### config.mk
export PLATFORM = sky130hd
export DESIGN_NAME = stream_group_reverser
export DESIGN_NICKNAME = d
export VERILOG_FILES = /design/src/hdl/sgr_pkg.sv /design/src/hdl/sgr_mem.sv /design/src/hdl/sgr_ctrl.sv /design/src/hdl/stream_group_reverser.sv
export VERILOG_INCLUDE_DIRS = /design/src /design/src/hdl
export SDC_FILE = /design/constraint.sdc
export NUM_CORES = 1
export LEC_CHECK = 0
export ABC_AREA = 1
export BUFFER_PORTS_ARGS = -buffer_cell sky130_fd_sc_hd__buf_2
export CORE_ASPECT_RATIO = 1.4
export CORE_MARGIN = 1
export CORE_UTILIZATION = 42
export CTS_CLUSTER_SIZE = 25
export DETAILED_ROUTE_END_ITERATION = 8
export GPL_ROUTABILITY_DRIVEN = 0
export PLACE_DENSITY = 0.65
export SLEW_MARGIN = 20
export SYNTH_ARGS = -nofsm -noshare
export SYNTH_HDL_FRONTEND = slang
export SYNTH_SLANG_ARGS = --single-unit
### constraint.sdc
create_clock -name clk -period 3.3 [get_ports clk]
set_input_delay 0.33 -clock clk [delete_from_list [all_inputs] [get_ports clk]]
set_output_delay 0.33 -clock clk [all_outputs]
set_load 0.05 [all_outputs]
### src/hdl/stream_group_reverser_assert.svh
// Assertion macros used by the stream group reverser's sequencer, sgr_ctrl.
// Each macro takes a label, the clock, the active-low reset and the checked terms.
`ifndef STREAM_GROUP_REVERSER_ASSERT_SVH
`define STREAM_GROUP_REVERSER_ASSERT_SVH

`ifndef SYNTHESIS

// The condition holds at every clock edge outside reset.
`define SGR_ASSERT_ALWAYS(lbl, clk, rstn, cond) \
  lbl: assert property (@(posedge clk) disable iff (!(rstn)) (cond)) \
    else $error("stream_group_reverser: assertion failed");

// The consequent holds in the same cycle as the antecedent.
`define SGR_ASSERT_IMPLY(lbl, clk, rstn, ante, cons) \
  lbl: assert property (@(posedge clk) disable iff (!(rstn)) (ante) |-> (cons)) \
    else $error("stream_group_reverser: assertion failed");

// The consequent holds in the cycle after the antecedent.
`define SGR_ASSERT_NEXT(lbl, clk, rstn, ante, cons) \
  lbl: assert property (@(posedge clk) disable iff (!(rstn)) (ante) |=> (cons)) \
    else $error("stream_group_reverser: assertion failed");

`else

`define SGR_ASSERT_ALWAYS(lbl, clk, rstn, cond)
`define SGR_ASSERT_IMPLY(lbl, clk, rstn, ante, cons)
`define SGR_ASSERT_NEXT(lbl, clk, rstn, ante, cons)

`endif

`endif

### src/hdl/sgr_pkg.sv
`timescale 1ns / 1ps

package sgr_pkg;

  localparam int WORD_WIDTH = 32;
  localparam int MAX_GROUP_DEF = 16;
  localparam int CFG_WIDTH = 5;
  localparam logic [CFG_WIDTH-1:0] GROUP_SIZE_RESET = 5'd1;

  typedef struct packed {
    logic [WORD_WIDTH-1:0] word;
    logic                  list_end;
  } in_item_t;

  typedef struct packed {
    logic [WORD_WIDTH-1:0] out_word;
    logic                  run_last;
    logic                  out_list_end;
  } out_item_t;

endpackage

### src/hdl/sgr_mem.sv
`timescale 1ns / 1ps

// Group buffer: one write port, one read port, registered read data.
module sgr_mem #(
  parameter int DEPTH = sgr_pkg::MAX_GROUP_DEF,
  parameter int AW    = 4
) (
  input  logic                          clk,
  input  logic                          we,
  input  logic [AW-1:0]                 waddr,
  input  logic [sgr_pkg::WORD_WIDTH-1:0] wdata,
  input  logic                          re,
  input  logic [AW-1:0]                 raddr,
  output logic [sgr_pkg::WORD_WIDTH-1:0] rdata
);

  logic [sgr_pkg::WORD_WIDTH-1:0] mem_r [DEPTH];
  logic [sgr_pkg::WORD_WIDTH-1:0] rdata_r;

  always_ff @(posedge clk) begin
    if (we) begin
      mem_r[waddr] <= wdata;
    end
    if (re) begin
      rdata_r <= mem_r[raddr];
    end
  end

  assign rdata = rdata_r;

endmodule

### src/hdl/sgr_ctrl.sv
`timescale 1ns / 1ps
`include "stream_group_reverser_assert.svh"

// Fill counter and drain sequencer for the group buffer.
module sgr_ctrl #(
  parameter int MAX_GROUP = sgr_pkg::MAX_GROUP_DEF,
  parameter int AW        = 4,
  parameter int CW        = 5
) (
  input  logic                          clk,
  input  logic                          rst_n,
  input  logic [sgr_pkg::CFG_WIDTH-1:0] group_size,
  input  logic                          in_valid,
  input  logic                          in_list_end,
  output logic                          in_ready,
  input  logic                          out_ready,
  output logic                          out_valid,
  output logic                          out_run_last,
  output logic                          out_list_end,
  output logic                          mem_we,
  output logic [AW-1:0]                 mem_waddr,
  output logic                          mem_re,
  output logic [AW-1:0]                 mem_raddr
);

  localparam int KW = (CW > sgr_pkg::CFG_WIDTH) ? CW : sgr_pkg::CFG_WIDTH;

  typedef enum logic {
    ST_IDLE,
    ST_DRAIN
  } state_t;

  state_t          state_r, state_nxt;
  logic [AW-1:0]   fill_r, fill_nxt;
  logic [AW-1:0]   pos_r, pos_nxt;
  logic [CW-1:0]   rem_r, rem_nxt;
  logic            rev_r, rev_nxt;
  logic            end_r, end_nxt;
  logic            out_valid_r, out_valid_nxt;
  logic            run_last_r, run_last_nxt;
  logic            list_end_r, list_end_nxt;

  logic [KW-1:0]   gs_ext;
  logic [KW-1:0]   k_eff;
  logic [KW-1:0]   n_ext;
  logic            accept;
  logic            full_group;
  logic            rd_issue;
  logic            rd_last;

  // A group size of zero acts as one; sizes above the buffer depth saturate.
  always_comb begin
    gs_ext = KW'(group_size);
    if (gs_ext == '0) begin
      k_eff = KW'(1);
    end else if (gs_ext > KW'(MAX_GROUP)) begin
      k_eff = KW'(MAX_GROUP);
    end else begin
      k_eff = gs_ext;
    end
  end

  assign accept     = in_valid && in_ready;
  assign n_ext      = KW'(fill_r) + KW'(1);
  assign full_group = (n_ext >= k_eff);
  assign rd_issue   = (state_r == ST_DRAIN) && (!out_valid_r || out_ready);
  assign rd_last    = (rem_r == CW'(1));

  always_comb begin
    state_nxt     = state_r;
    fill_nxt      = fill_r;
    pos_nxt       = pos_r;
    rem_nxt       = rem_r;
    rev_nxt       = rev_r;
    end_nxt       = end_r;
    out_valid_nxt = out_valid_r && !out_ready;
    run_last_nxt  = run_last_r;
    list_end_nxt  = list_end_r;

    unique case (state_r)
      ST_IDLE: begin
        if (accept) begin
          if (full_group || in_list_end) begin
            state_nxt = ST_DRAIN;
            fill_nxt  = '0;
            rem_nxt   = n_ext[CW-1:0];
            rev_nxt   = full_group;
            end_nxt   = in_list_end;
            // Reversed groups start at the newest word, partial lists at the oldest.
            pos_nxt   = full_group ? fill_r : '0;
          end else begin
            fill_nxt = fill_r + AW'(1);
          end
        end
      end
      ST_DRAIN: begin
        if (rd_issue) begin
          out_valid_nxt = 1'b1;
          run_last_nxt  = rd_last;
          list_end_nxt  = rd_last && end_r;
          rem_nxt       = rem_r - CW'(1);
          pos_nxt       = rev_r ? (pos_r - AW'(1)) : (pos_r + AW'(1));
          if (rd_last) begin
            state_nxt = ST_IDLE;
          end
        end
      end
      default: begin
        state_nxt = ST_IDLE;
      end
    endcase
  end

  always_ff @(posedge clk) begin
    if (!rst_n) begin
      state_r     <= ST_IDLE;
      fill_r      <= '0;
      out_valid_r <= 1'b0;
    end else begin
      state_r     <= state_nxt;
      fill_r      <= fill_nxt;
      out_valid_r <= out_valid_nxt;
    end
    pos_r      <= pos_nxt;
    rem_r      <= rem_nxt;
    rev_r      <= rev_nxt;
    end_r      <= end_nxt;
    run_last_r <= run_last_nxt;
    list_end_r <= list_end_nxt;
  end

  assign in_ready     = (state_r == ST_IDLE);
  assign out_valid    = out_valid_r;
  assign out_run_last = run_last_r;
  assign out_list_end = list_end_r;
  assign mem_we       = accept;
  assign mem_waddr    = fill_r;
  assign mem_re       = rd_issue;
  assign mem_raddr    = pos_r;

  // A drain never runs with nothing left to read.
  `SGR_ASSERT_IMPLY(a_drain_nonempty, clk, rst_n, state_r == ST_DRAIN, rem_r != '0)
  // A completed group empties the buffer and starts a drain.
  `SGR_ASSERT_NEXT(a_group_drains, clk, rst_n, accept && full_group, (state_r == ST_DRAIN) && (fill_r == '0))
  // The read of the final word returns the sequencer to accepting requests.
  `SGR_ASSERT_NEXT(a_last_read_ends, clk, rst_n, rd_issue && rd_last, (state_r == ST_IDLE) && out_valid_r && run_last_r)

endmodule

### src/hdl/stream_group_reverser.sv
`timescale 1ns / 1ps
// Output: a request that completes a group (or ends a list) starts a drain of the n buffered
//   words, which then follow at one per cycle while out_ready is high.
// Input: a request that only fills the buffer leaves in_ready high for the next; after one that
//   releases n words, in_ready stays low until the single read port has read the last of them.
// Reset (synchronous, rst_n low): the buffer is empty, no result is pending, group_size is 1.

// Reverses a stream of words in groups of group_size words.
//
// Each accepted request writes its word into the group buffer at the current fill position.
// When the buffer holds group_size words, capped at MAX_GROUP, the sequencer reads them newest
// first; when a list ends on a partial group, it reads them back oldest first. While a
// group is being read out, in_ready is low, so a word can never be overwritten before it
// has been read. The read data register of the buffer doubles as the output register:
// a new read is only issued when the current result is taken or the output is empty.
module stream_group_reverser #(
  parameter int MAX_GROUP = sgr_pkg::MAX_GROUP_DEF
) (
  input  logic                          clk,
  input  logic                          rst_n,
  input  logic                          cfg_we,
  input  logic [sgr_pkg::CFG_WIDTH-1:0] cfg_wdata,
  input  logic                          in_valid,
  output logic                          in_ready,
  input  sgr_pkg::in_item_t             in_data,
  output logic                          out_valid,
  input  logic                          out_ready,
  output sgr_pkg::out_item_t            out_data
);

  // Buffer index width and the width of a count that can reach MAX_GROUP.
  localparam int AW = (MAX_GROUP > 1) ? $clog2(MAX_GROUP) : 1;
  localparam int CW = $clog2(MAX_GROUP + 1);

  logic [sgr_pkg::CFG_WIDTH-1:0]  group_size_r;
  logic                           mem_we;
  logic [AW-1:0]                  mem_waddr;
  logic                           mem_re;
  logic [AW-1:0]                  mem_raddr;
  logic [sgr_pkg::WORD_WIDTH-1:0] mem_rdata;
  logic                           run_last;
  logic                           list_end;

  // Group size register; the user must write it only while no request is in flight (unchecked).
  always_ff @(posedge clk) begin
    if (!rst_n) begin
      group_size_r <= sgr_pkg::GROUP_SIZE_RESET;
    end else if (cfg_we) begin
      group_size_r <= cfg_wdata;
    end
  end

  sgr_ctrl #(
    .MAX_GROUP (MAX_GROUP),
    .AW        (AW),
    .CW        (CW)
  ) u_ctrl (
    .clk          (clk),
    .rst_n        (rst_n),
    .group_size   (group_size_r),
    .in_valid     (in_valid),
    .in_list_end  (in_data.list_end),
    .in_ready     (in_ready),
    .out_ready    (out_ready),
    .out_valid    (out_valid),
    .out_run_last (run_last),
    .out_list_end (list_end),
    .mem_we       (mem_we),
    .mem_waddr    (mem_waddr),
    .mem_re       (mem_re),
    .mem_raddr    (mem_raddr)
  );

  sgr_mem #(
    .DEPTH (MAX_GROUP),
    .AW    (AW)
  ) u_mem (
    .clk   (clk),
    .we    (mem_we),
    .waddr (mem_waddr),
    .wdata (in_data.word),
    .re    (mem_re),
    .raddr (mem_raddr),
    .rdata (mem_rdata)
  );

  // The word comes straight from the buffer's read register; the flags were
  // registered in the sequencer on the same read.
  always_comb begin
    out_data.out_word     = mem_rdata;
    out_data.run_last     = run_last;
    out_data.out_list_end = list_end;
  end

endmodule
# Word-level counts from Yosys, hierarchy flattened
# Memory sizes are Yosys's and may differ from the RTL's. A register that Yosys moved wholly into a read port is not among the register bits.
# Index checks and enable logic that the tools add are counted.
# Widths: inputs -> output; s select.
dict set report totals {
  latchBits 0
  romBits 0
  ramBits 512
  word_cells 58
  mem_count 1
  register_bits 24
  out_inout_bits 36
}
# memory words word_bits read_ports rd_ports_with_merged_regs wr line_no
set memory_table {}
lappend memory_table {u_mem.mem_r 16 32 1 1 1 sgr_mem.sv:17} ;# logic [sgr_pkg::WORD_WIDTH-1:0] mem_r [DEPTH];
dict set report op_classes {
  multipliers 0
  shift 0
  bitwise 1
  n_reduce_logical 13
  n_addsub 5
  n_lt_le_gt_ge 2
  n_eq_ne 4
  n_div 0
  muxes 22
}
# operator count
set op_table {}
lappend op_table {{$mux 5} 5}
lappend op_table {{$mux 4} 6}
lappend op_table {{$pmux 5 s2} 1}
lappend op_table {{$add 4x1->4 const B} 2}
lappend op_table {{$mux 1} 8}
lappend op_table {{$pmux 4 s2} 1}
lappend op_table {{$ne 2x2->1 const B} 3}
lappend op_table {{$reduce_and 3->1} 2}
lappend op_table {{$add 4x1->5 const B} 1}
lappend op_table {{$eq 5x1->1 const B} 1}
lappend op_table {{$ge 5x5->1} 1}
lappend op_table {{$gt 5x5->1 const B} 1}
lappend op_table {{$logic_not 5->1} 1}
lappend op_table {{$sub 5x1->5 const B} 1}
lappend op_table {{$logic_and 1x1->1} 4}
lappend op_table {{$reduce_and 2->1} 2}
lappend op_table {{$sub 4x1->4 const B} 1}
lappend op_table {{$logic_not 1->1} 2}
lappend op_table {{$logic_or 1x1->1} 2}
lappend op_table {{$pmux 1 s2} 1}
lappend op_table {{$not 1->1} 1}

# Longest topological paths before layout
dict set report logic_depth {
  word_depth 8
  depth_mapped 12
}

# Hierarchy
# Synthesis repeated with hierarchy kept, for this count alone.
dict set report unflattened {
  cells_unflattened 2285
  hier_area_um2 24423.4
}
# module cells_each seq_area_each_um2 instances area_each_um2
set modules_own_cells {}
lappend modules_own_cells {sgr_mem 2120 16335.7 1 23050.9}
lappend modules_own_cells {sgr_ctrl 133 510.5 1 1144.8}
lappend modules_own_cells {stream_group_reverser 32 100.1 1 227.7}

# Worst setup path before layout
# OpenSTA, ideal clock, no wires.
dict set report synth_path {
  path_kind {register -> register}
  startpoint {register u_ctrl.state_r}
  endpoint {register u_ctrl.list_end_r (netlist: u_ctrl.out_list_end) (enable)}
  arrival_ns 2.616
  path_slack_ns 0.258
  path_stages_with_launch 5
  path_cell_list {dfxtp_1 > clkbuf_1 > inv_1 > clkbuf_1 > nor2_1}
}
dict set report synth_between {
  elab_chain_len 2
}
# item line_no
set synth_lines {}
lappend synth_lines {{start: declaration} sgr_ctrl.sv:33} ;# state_t state_r, state_nxt;
lappend synth_lines {{start signal: assignment} sgr_ctrl.sv:120} ;# state_r <= state_nxt;
lappend synth_lines {{$logic_and 1x1->1} sgr_ctrl.sv:66} ;# assign rd_issue = (state_r == ST_DRAIN) && (!out_valid_r || out_ready);
lappend synth_lines {{named net mem_re} stream_group_reverser.sv:38} ;# logic mem_re;
lappend synth_lines {{$reduce_and 2->1 (no source line)} --}
lappend synth_lines {{end signal: assignment} sgr_ctrl.sv:129} ;# list_end_r <= list_end_nxt;
lappend synth_lines {{end: declaration} sgr_ctrl.sv:41} ;# logic list_end_r, list_end_nxt;
# The timed path passes the listed nets, and every way through them passes these cells.
# A chain may end at the register's enable or synchronous reset.

# Final worst setup path
dict set report layout_path {
  startpoint {register u_ctrl.fill_r[0] (netlist: u_ctrl.mem_waddr[0])}
  endpoint {register u_ctrl.rem_r[1] (enable)}
}
dict set report layout_between {
  elab_chain_len 5
}
# item line_no
set layout_lines {}
lappend layout_lines {{start: declaration} sgr_ctrl.sv:34} ;# logic [AW-1:0] fill_r, fill_nxt;
lappend layout_lines {{start signal: assignment} sgr_ctrl.sv:121} ;# fill_r <= fill_nxt;
lappend layout_lines {{$add 4x1->5} sgr_ctrl.sv:64} ;# assign n_ext = KW'(fill_r) + KW'(1);
lappend layout_lines {{$ge 5x5->1} sgr_ctrl.sv:65} ;# assign full_group = (n_ext >= k_eff);
lappend layout_lines {{$logic_or 1x1->1} sgr_ctrl.sv:83} ;# if (full_group || in_list_end) begin
lappend layout_lines {{$ne 2x2->1 (no source line)} --}
lappend layout_lines {{$reduce_and 3->1 (no source line)} --}
lappend layout_lines {{end signal: assignment} sgr_ctrl.sv:125} ;# rem_r <= rem_nxt;
lappend layout_lines {{end: declaration} sgr_ctrl.sv:36} ;# logic [CW-1:0] rem_r, rem_nxt;
# Every way passes these cells.

==> results.yml <==
run_status:
  outcome: "complete, no violations"
routing:
  postRouteAntennaNets: 0
  drt_pass1_iterations: 5
  vias_per_cell: 5.38
  route.detailed.drc: 0
  vias: 14300
  drt-wirelength-per-cell_um: 20.3
  drt_wl_total_um: 53800
  drt-initial-drc-count: 1334
synthesis:
  synth_cell_types: 24
  synth_top_cell_by_area: "edfxtp_1"
  synth_common_cells: "557 x edfxtp_1, 464 x nor2_1, 201 x nand3_1"
  ys.flop_type: "edfxtp_1"
  ys_seq_elements: 568
  syn_nets: 1887
  synth.most_common_cell: "edfxtp_1"
  synthArstFlopShare_pct: 0
  postSynthCellCount: 1830
  yosys-top-cells-area: "edfxtp_1 73%, nor2_1 7.7%, nand3_1 4.4%, o21ai_0 3.2%, nand2_1 1.9%"
  synth_top_area_share_pct: 73.5
  yosysWarningCount: 0
  syn-cell-area_um2: 22800
  synth.avg_cell_area_um2: 12.4
  synth_edf_count: 557
  synth_seq_area_share_pct: 74.5
sta:
  finalClockSkew_ns: 0.0297
  fin_crit_sh_pct: 75.4
  fin_crit_ns: 2.49
  tightest_slew_ns: 1.03
  timing.final.ws_setup_ns: 0.811
  setup_viol: 0
  slew_violations: 0
  clock.fmax_ghz: 0.402
  hold_viol_final: 0
  hold_slack_ns: 0.0483
  rsz0062_at_grt: "false"
  fin_tns_setup_ns: 0
  relSlewSlack_pct: 31.6
grt:
  grt_max_degree: 175
  grt.total_usage_pct: 19.6
  grt_first_pass_wirelength_um: 82000
  grt_pass1_vias: 14100
  grt.overflow.total: 0
  antenna_found_initial: 4
power:
  seq_power_share_pct: 46.5
  switching_power_uw: 5280
  ir_worst_vdd_mv: 0.443
  power.leakage_uw: 0.00884
  p_clk_share_pct: 33.2
  p_total_uw: 18000
  p_sw_share_pct: 29.4
  power.internal_uw: 12700
  power_frac_comb_pct: 20.2
  p_per_area_nw_per_um2: 698
layout:
  finalNetCount: 1954
  nFillCells: 4721
  drive_gt1_share_pct: 11.0
  fin_area_um2: 25800
  synthToLayoutAreaGrowth_pct: 13.2
cts:
  numClockSinks: 568
  insertion_delay_ns: 0.59
  clk_pin_slew_ns: 0.06
  cts_buffer_depth: 3
  cts_tree: "yes"
  cts-root-buf: "clkbuf_16"
  post-cts-setup-buffers: 0
  numCtsBuffers: 52
  ctsHtreeMaxLevel: 2
die:
  core_area_um2: 53300
  dieArea_um2: 55100
  die_w_um: 199
  io_pins: 79
  rows: 100
  start_util_pct: 42.7
  die_h_um: 277
place:
  dp_hpwl_um: 27600
  placed_area_um2: 24000
  port_buffers: 78
  dp_worst_setup_slack_ns: 0.803
setup_path:
  r2r-start: "u_ctrl.mem_waddr[0]"
  reg2reg_depth: 9
  worstPathArrival_ns: 2.69
  endpoint: "u_ctrl.rem_r[1]"
  start_kind: "register"
  critPathMaxFanout: 9
  worstPathRequired_ns: 3.50
  cp-end-kind: "register"
  rrSetupSlack_ns: 0.81
  critPathKind: "reg -> reg"
  worstSetupStartpoint: "u_ctrl.mem_waddr[0]"
  timing.rr.end: "u_ctrl.rem_r[1]"
flow_run:
  max_cap_violations: 0
hold_path:
  worst_hold_path_type: "in -> reg"
## flip-flops by register name (all words and copies together) (netlist names)
register and cells:
u_ctrl.out_run_last 1, u_ctrl.state_r 1, u_ctrl.rem_r 5, u_ctrl.mem_waddr 4, u_mem.mem_r 512, u_ctrl.rev_r 1
u_ctrl.out_list_end 1, u_mem.rdata 32, u_ctrl.end_r 1, u_ctrl.out_valid 1, group_size_r 5, u_ctrl.mem_raddr 4
## power groups by stage
stage,Clock (uW),Sequential (uW),Combinational [uW]
final,5970,8360,3640
after global routing,6310,8380,4040
after CTS,6070,8360,3670
after detailed placement,0,8520,3640
after global placement,0,8510,3590
after floorplan,0,8770,2350
## metal layers
layer  up-vias  part of all wire [%]  track usage, %
li1       6606                     -               -
met5         -                 0.067               0
met4         6                   2.2            5.74
met3        85                   5.7            2.54
met2       480                    51            33.9
met1      7074                    41            25.7
## final cells by class
cell class | instances | area (um2) | share of cell area (%)
Clock inverter | 25 | 246 | 0.957
Tap cell | 714 | 893 | 3.47
Multi-Input combinational cell | 1083 | 5070 | 19.7
Clock buffer | 67 | 1440 | 5.59
Timing Repair Buffer | 121 | 878 | 3.41
Sequential cell | 568 | 16900 | 65.8
Inverter | 71 | 277 | 1.07
Antenna cell | 1 | 2.50 | 0.00972
## cells by family after synthesis
logic type | after synthesis | synth area share (%)
AO/OA/AOI/OAI | 280 | 6.63
XOR/XNOR | 7 | 0.269
adder cells (fa/ha/maj) | 14 | 0.803
buffers and inverters | 179 | 3.81
flip-flops | 568 | 74.5
AND/OR/NAND/NOR | 782 | 14.0
## what timing repair did
action / 4_1_cts / 5_1_grt
endpoints found under the hold margin: 5 / 0
resized for setup: 0 / 0
setup endpoints to repair: 0 / 0
hold buffers: 6 / 0
## worst min path at each step
stage | end | slack (ns) | startpoint | cells after the start
6_report | u_ctrl.mem_waddr[2] | 0.05 | rst_n | 3
2_1_floorplan | group_size_r[0] | 0.41 | rst_n | 1
3_3_place_gp | group_size_r[0] | 0.47 | group_size_r[0] | 2
3_5_place_dp | group_size_r[0] | 0.50 | group_size_r[0] | 2
5_1_grt | u_ctrl.state_r | 0.05 | rst_n | 3
4_1_cts | u_ctrl.mem_waddr[2] | 0.03 | rst_n | 3
## per-stage QoR
| stage | utilization (%) | cells |
|---|---|---|
| after floorplan | - | 1830 |
| after global placement | 45.0 | 2551 |
| after detailed placement | 45.0 | 2551 |
| after CTS | 48.3 | 2649 |
| after global routing | 48.3 | 2649 |
| final | 48.3 | 2650 |
## cells in the final DEF (no fill, tap or decap), drive strengths merged, types with 11 or more instances in the layout
cell type  netlist  final
nand2          114    114
buf             74    115
clkinv           0     17
nor2           465    465
ha              13     13
inv             71     71
o21ai          232    232
clkbuf          34     67
dfxtp           11     11
nand3          201    201
o211ai          43     43
edfxtp         557    557
## worst max-delay path: stages, from the launching register on
cell,delay [ns]
dfxtp_1,0.48
inv_1,0.15
ha_1,0.36
ha_1,0.28
nand2_1,0.04
nor2_1,0.08
nand2_1,0.07
nand4_1,0.07
nand2_1,0.10
o21ai_1,0.47
(Power assumes the default switching activity.)
